==> config.mk <==
export PLATFORM = sky130hd
export DESIGN_NAME = mitt_ram
export DESIGN_NICKNAME = d
export VERILOG_FILES = /design/src/hdl/mitt_ram.sv
export SDC_FILE = /design/constraint.sdc
export NUM_CORES = 1
export LEC_CHECK = 0
export ABC_CLOCK_PERIOD_IN_PS = 4200
export BUFFER_PORTS_ARGS = -buffer_cell sky130_fd_sc_hd__buf_2
export CAP_MARGIN = 40
export CORE_MARGIN = 5
export CORE_UTILIZATION = 58
export DETAILED_ROUTE_END_ITERATION = 7
export HOLD_SLACK_MARGIN = 0.02
export PLACE_DENSITY = 0.82
export SETUP_SLACK_MARGIN = 0.5
export SYNTH_ARGS = -nofsm -noshare
export SYNTH_HDL_FRONTEND = slang
export SYNTH_SLANG_ARGS = --single-unit
==> constraint.sdc <==
create_clock -name clk -period 4.2 [get_ports clk]
set_input_delay 0.84 -clock clk [delete_from_list [all_inputs] [get_ports clk]]
set_output_delay 0.84 -clock clk [all_outputs]
set_load 0.01 [all_outputs]
==> src/hdl/mitt_ram.sv <==
// ----------------------------------------------------------------------------
// mitt_ram
// simple dual port synchronous ram, one write and one registered read port
// ----------------------------------------------------------------------------
module mitt_ram #(
	parameter int WIDTH = 8,
	parameter int DEPTH = 4
) (
	input  logic                                      clk,
	input  logic                                      we,
	input  logic [((DEPTH > 1) ? $clog2(DEPTH) : 1)-1:0] waddr,
	input  logic [WIDTH-1:0]                          wdata,
	input  logic                                      re,
	input  logic [((DEPTH > 1) ? $clog2(DEPTH) : 1)-1:0] raddr,
	output logic [WIDTH-1:0]                          rdata
);

	logic [WIDTH-1:0] mem [DEPTH];
	logic [WIDTH-1:0] rdata_q;

	always_ff @(posedge clk) begin
		if (we) begin
			mem[waddr] <= wdata;
		end
	end

	always_ff @(posedge clk) begin
		if (re) begin
			rdata_q <= mem[raddr];
		end
	end

	assign rdata = rdata_q;

endmodule

==> results.yml <==
finish:
  fin_nets: 97
  num-fill-cells: 167
  n_antenna_cell: 0
  final_util_pct: 68.3
  mostFrequentLayoutCells: "edfxtp_1, buf_2, mux4_2"
  drive_gt1_share_pct: 47.0
  syn_to_final_growth_pct: 15.1
  layout_commonest_cell: "edfxtp_1"
  stdcell_count: 113
worst_hold_path:
  hp-class: "reg -> reg"
clock_tree:
  htree_num_levels: 2
  cts_hold_buf: 0
  clockBufferDepth: 2
  cts_root_buf: "clkbuf_4"
  cts_tree: "done"
  cts_buffers: 5
  insertion_delay_ns: 0.33
  postCtsSetupBuffers: 0
  cts_sinks: 40
  clkTransAtPathRegs_ns: 0.11
  cts-resized-gates: 0
sta:
  finalSetupViolCount: 0
  post-route-min-period_ns: 1.79
  finalHoldViolCount: 0
  maxSlewViolCount: 0
  worst_pin_slew_ns: 0.716
  fin_skew_ns: 0.00336
  max_freq_mhz: 558
  fin_crit_sh_pct: 42.7
  grt_setup_unrepaired: "no"
  max_slew_margin_pct: 52.2
  setup_tns_ns: 0
worst_setup_path:
  required_ns: 4.26
  arrival_ns: 1.85
  crit_path_start_kind: "primary input"
  slowest_delay_ns: 0.60
  crit_path_end_kind: "flop"
  crit_type: "in -> reg"
  path_max_fanout: 5
  cp_slowest_cell: "nor3b_1"
  crit_chain: "buf_2, nor3b_1, buf_2"
  cpMostUsedCell: "buf_2"
die:
  die_w_um: 59.6
  num_rows: 18
  ioPinCount: 23
  fp.dieH_um: 59.6
  die_area_mm2: 0.00356
  initial_core_util_pct: 59.3
  fp.coreArea_mm2: 0.00241
grt:
  grt_pass1_vias: 706
  antenna_found_initial: 0
  grt_max_degree: 14
  overflow: 0
  grt_use_total_pct: 13.7
  grt_pass1_wl_um: 3250
drt:
  ant_nets: 0
  wl_per_cell_um: 18.3
  wl_um: 2070
  vias: 640
  first_pass_iters: 4
  via_per_inst: 5.66
  drt_iter0_markers: 12
  drc: 0
power_and_ir_drop:
  power_density_mw_per_mm2: 459
  ir_worst_vdd_uv: 381
  p_leak_uw: 0.000577
place:
  place_congestion: 0.672
  dp.cells: 105
  io_buffers: 22
  place_hpwl_um: 1470
synthesis:
  ys_seq_area_share_pct: 84.1
  ys_ff_latch: 40
  syn-num-nets: 69
  synth.top_cell.area_share_pct: 84.1
  synth_area_mm2: 0.00143
  syn_inst: 54
  yosysTopAreaCell: "edfxtp_1"
  syn_avg_cell_area_um2: 26.5
  ys_types: 7
  ys_warn_count: 0
  synthTopCellsByArea: "edfxtp_1, mux4_2, and3b_1, buf_6, nor3b_1"
outcome:
  outcome: "finished clean"
flow_run:
  drv_cap: 0
power breakdown:
group / total [uW] / internal (uW) / switching (uW)
combinational: 43.2 / 20.9 / 22.3
sequential: 468 / 463 / 5.14
clock: 243 / 124 / 119
total: 755 / 608 / 147
worst max-delay path: cells and delay by family:
kind	cells	cell delay (ns)
buf+inv	2	0.40
simple gates	1	0.60
cell usage after synthesis:
| cell type | instances |
|---|---|
| and3_1 | 1 |
| and3b_1 | 2 |
| buf_6 | 1 |
| clkbuf_2 | 1 |
| edfxtp_1 | 40 |
| mux4_2 | 8 |
| nor3b_1 | 1 |
registers in the layout (all words and copies together), names as in the netlist:
signal	flops
rdata	8
mem	32
cell type report:
cell class	count	area, um^2	share of cell area [%]
Sequential cell	40	1200	73.0
Clock buffer	5	37.5	2.28
Clock inverter	3	42.5	2.59
Multi-Input combinational cell	12	211	12.9
Timing Repair Buffer	23	115	7.00
Tap cell	30	37.5	2.28
cell families (layout without fill, tap and decap cells):
| family | after synthesis | count (layout) | synth area share [%] |
|---|---|---|---|
| DFF | 40 | 40 | 84.1 |
| muxes | 8 | 8 | 12.6 |
| and+or+nand+nor | 4 | 4 | 2.19 |
| buffers and inverters | 2 | 31 | 1.14 |
path summary, 6_finish.rpt:
kind / startpoint / end / slack (ns) / depth (start not counted)
max: waddr[0] / mem[0][6]$_DFFE_PP_ / 2.41 / 3
min: mem[3][1]$_DFFE_PP_ / rdata[1]$_DFFE_PP_ / 0.64 / 1
max reg2reg: mem[3][5]$_DFFE_PP_ / rdata[5]$_DFFE_PP_ / 3.08 / 1
min reg2reg: mem[3][1]$_DFFE_PP_ / rdata[1]$_DFFE_PP_ / 0.64 / 1
per-stage QoR:
stage          cell area (um^2)  worst slack (ns)  total power, uW  hold slack (ns)
6_report                   1650              2.41              755            0.644
3_3_place_gp               1560              1.92              518            0.613
3_5_place_dp               1570              2.06              522            0.626
2_1_floorplan              1430              2.30              500            0.609
4_1_cts                    1650              2.43              761            0.653
5_1_grt                    1650              2.39              786            0.671
routing by layer:
layer	wire, um	vias to the layer above	global-route usage (%)
met2	1070	25	22.0
met5	0	-	0
li1	-	287	-
met4	42	0	7.59
met3	129	7	4.58
met1	825	321	16.2
No activity file was read; power rests on OpenSTA's default activity.
