$ cat src/hdl/mitt_mod.sv
// ----------------------------------------------------------------------------
// mitt_mod
// bucket index unit, 32-bit value modulo the bucket count by reciprocal
// multiplication, pipelined through stages s1, s2 and s3
// ----------------------------------------------------------------------------
module mitt_mod #(
	parameter int BUCKETS = 2039
) (
	input  logic                                            clk,
	input  logic                                            arst_n,
	input  logic                                            start,
	input  logic [31:0]                                     value,
	output logic                                            done,
	output logic [((BUCKETS > 1) ? $clog2(BUCKETS) : 1)-1:0] rem
);

	localparam int BW = (BUCKETS > 1) ? $clog2(BUCKETS) : 1;
	localparam logic [32:0] RECIP   = 33'((64'd1 << 32) / BUCKETS);
	localparam logic [16:0] DIVISOR = 17'(BUCKETS);

	logic        vld_s1;
	logic        vld_s2;
	logic        done_s3;
	logic [31:0] val_s1;
	logic [31:0] val_s2;
	logic [32:0] quo_s2;
	logic [32:0] rem_s3;
	logic [64:0] prod;
	logic [49:0] back;
	logic [32:0] rem_fix;

	// estimate is the true quotient or one below, so one subtract corrects it
	assign prod    = 65'(val_s1) * 65'(RECIP);
	assign back    = 50'(quo_s2) * 50'(DIVISOR);
	assign rem_fix = (rem_s3 >= 33'(DIVISOR)) ? (rem_s3 - 33'(DIVISOR)) : rem_s3;

	always_ff @(posedge clk or negedge arst_n) begin
		if (!arst_n) begin
			vld_s1  <= 1'b0;
			vld_s2  <= 1'b0;
			done_s3 <= 1'b0;
		end else begin
			vld_s1  <= start;
			vld_s2  <= vld_s1;
			done_s3 <= vld_s2;
		end
	end

	always_ff @(posedge clk) begin
		if (start) val_s1 <= value;
		val_s2 <= val_s1;
		quo_s2 <= prod[64:32];
		rem_s3 <= {1'b0, val_s2} - back[32:0];
	end

	assign done = done_s3;
	assign rem  = rem_fix[BW-1:0];

endmodule
$ cat config.mk
export PLATFORM = sky130hd
export DESIGN_NAME = mitt_mod
export DESIGN_NICKNAME = d
export VERILOG_FILES = /design/src/hdl/mitt_mod.sv
export SDC_FILE = /design/constraint.sdc
export NUM_CORES = 1
export LEC_CHECK = 0
export ABC_AREA = 0
export BUFFER_PORTS_ARGS = -buffer_cell sky130_fd_sc_hd__buf_2
export CAP_MARGIN = 20
export CORE_AREA = 2 2 136 165
export CTS_CLUSTER_DIAMETER = 30
export CTS_CLUSTER_SIZE = 10
export DETAILED_ROUTE_END_ITERATION = 10
export DIE_AREA = 0 0 138 167
export PLACE_DENSITY = 0.95
export SKIP_LAST_GASP = 1
export SYNTH_ARGS = -nofsm -noshare
export SYNTH_HDL_FRONTEND = slang
export SYNTH_SLANG_ARGS = --single-unit
export TNS_END_PERCENT = 50
$ cat constraint.sdc
create_clock -name clk -period 15 [get_ports clk]
set_input_delay 1.5 -clock clk [delete_from_list [all_inputs] [get_ports clk]]
set_output_delay 1.5 -clock clk [all_outputs]
set_load 0.005 [all_outputs]
==> flow_summary.yaml <==
outcome:
  status: "finished clean"
critical_path:
  crit_fanout: 6
  worst_setup_path_end_kind: "flop"
  slowest_delay_ns: 0.63
  path_cells: "inv_1 -> fa_1 -> inv_1 -> fa_1 -> inv_1 -> fa_1 -> fa_1 -> inv_1 -> fa_1 -> inv_1 -> ha_1 -> and4_1 -> o211ai_1 -> a21oi_2 -> o2111ai_2 -> a31oi_2 -> a21oi_1 -> o31a_1 -> a211oi_2"
  crit_type: "reg -> reg"
  startpoint_type: "flop"
  crit_required_ns: 15.37
  arrival_ns: 6.18
  cpMaxStageDelayCell: "fa_1"
timing:
  setup_viol: 0
  fin_crit_ns: 5.81
  hold_viol: 0
  finClkSkew_ns: 0.0144
  max_freq_ghz: 0.172
  rsz0062_at_grt: "no"
  slew_viol_final: 0
  setup-tns-final_ns: 0
  slew-limit-headroom_pct: 50.7
  fin_crit_sh_pct: 38.7
  tightest_slew_ns: 0.739
finish:
  layout.cells.most_common: "inv_1"
  layout_common_cells: "406 x inv_1, 253 x ha_1, 236 x fa_1"
  regArea_sq_um: 2780
  n_antenna_cell: 0
  multi_input_area_sq_um: 10500
  final_util_pct: 74.5
  drive_gt1_share_pct: 6.73
  nets: 2011
  nFillCells: 1226
  syn_to_final_growth_pct: 7.65
grt:
  antenna_found_initial: 0
  grt_max_degree: 34
  grt_pass1_vias: 12500
  grt_overflow: 0
  track_usage_pct: 35.4
  grt_pass1_wl_microns: 63400
floorplan:
  fp-row-count: 59
  die_w_microns: 138
  die_y_microns: 167
  die-area_sq_um: 23000
  core_area_sq_um: 21400
  initial_core_util_pct: 69.2
  io_pins: 47
synth:
  synthCells: 1425
  ys_ff_latch: 122
  synth_top_area_share_pct: 31.9
  syn-cell-area_sq_um: 14800
  synth_async_sr_flop_share_pct: 2.46
  ys_seq_area_share_pct: 18.7
  synth_area_leaders: "fa_1 32%, ha_1 21%, dfxtp_1 12%, inv_1 10%, edfxtp_1 6.5%"
  synth_edf_count: 32
  avgSynthCellArea_sq_um: 10.4
  yosysWarnings: 0
  synth_fp_nets: 1949
  synth_top_cell_by_area: "fa_1"
  ys.flop_type: "dfxtp_1"
  ys_types: 68
drt:
  routedWlPerCell_microns: 21.7
  num_vias: 10800
  dr.pass1.iters: 6
  drtIter0Drc: 1084
  drc: 0
  vias_per_cell: 6.06
  ant_nets: 0
  drt_wl_total_microns: 38400
cts:
  cts_buffers: 17
  cts_tree: "done"
  cts-root-buf: "clkbuf_16"
  post_cts_resized: 0
  clk_pin_slew_ns: 0.07
  hold_buffers: 0
  clk_latency_ns: 0.45
  cts_buffer_depth: 2
  htree_num_levels: 4
  clock-sinks: 122
  postCtsSetupRepairBufs: 0
placed_design:
  port_buffers: 46
  place_congestion: 0.970
  dp_hpwl_microns: 28700
flow_run:
  maxCapViolCount: 0
hold_path:
  hp-class: "reg -> reg"
[registers in the layout (all words and copies together), names as in the netlist]
name    flops
rem_s3     33
quo_s2     22
val_s2     32
vld_s1      1
val_s1     32
done        1
vld_s2      1
[cell usage after synthesis (6+ instances only)]
cell / instances
nor2_1: 36
ha_1: 253
a21o_1: 27
nand2_1: 46
nand2b_1: 8
dfxtp_1: 87
o21ai_0: 25
edfxtp_1: 32
o21bai_1: 8
o211ai_1: 11
xor2_1: 20
nor3_1: 8
a21oi_1: 52
nand4_1: 10
and3_1: 6
inv_1: 406
fa_1: 236
o21a_1: 10
a211oi_1: 8
xnor2_1: 40
nand3_1: 12
[per-stage QoR]
step | setup WS, ns | hold WS, ns | instances | cell area, sq um
global route | 8.93 | 0.362 | 1774 | 16000
CTS | 9.27 | 0.357 | 1774 | 16000
finish | 9.19 | 0.359 | 1774 | 16000
detailed placement | 9.35 | 0.344 | 1742 | 15400
global placement | 9.54 | 0.338 | 1742 | 15400
floorplan | 9.83 | 0.331 | 1425 | 14800
[layer usage]
layer  wire, microns  up-vias  part of all wire (%)  global-route usage [%]
li1                -     4647                     -                       -
met1           12900     5170                    33                    37.0
met2           19500      662                    51                    62.3
met3            2910      272                   7.6                    7.96
met4            3170        0                   8.2                    25.8
met5               0        -                     0                       0
[critical path: cells and delay by family (launching register included)]
kind / cells / cell delay (ns)
simple gates: 1 / 0.26
buf+inv: 5 / 0.51
flops: 1 / 0.42
fa+ha+maj: 6 / 3.14
compound gates: 7 / 1.40
[kinds of logic after synthesis]
logic type / synth area share (%)
AOI/OAI and AO/OA: 8.76
xor gates and xnor gates: 3.55
adders and majority gates: 53.2
buffers and inverters: 10.4
DFF: 18.7
muxes: 0.211
and+or+nand+nor: 5.13
[worst paths after layout]
kind,start,endpoint,slack (ns),cells past startpoint
max in group asynchronous,arst_n,vld_s2,14.05,1
min in group asynchronous,arst_n,vld_s1,0.83,1
setup / recovery,quo_s2[4],rem_s3[31],9.19,19
hold reg to reg,vld_s2,done,0.36,0
hold / removal,vld_s2,done,0.36,0
setup reg to reg,quo_s2[4],rem_s3[31],9.19,19
[final cells by class]
class,count,area share (%)
Clock buffer,17,2.67
Sequential cell,122,17.4
Clock inverter,15,0.925
Inverter,406,9.55
Multi-Input combinational cell,894,65.9
Timing Repair Buffer,46,1.44
Tap cell,274,2.15
Power is not shown: default switching activity piles up to over one toggle a cycle in this logic, so the estimate is an artifact.
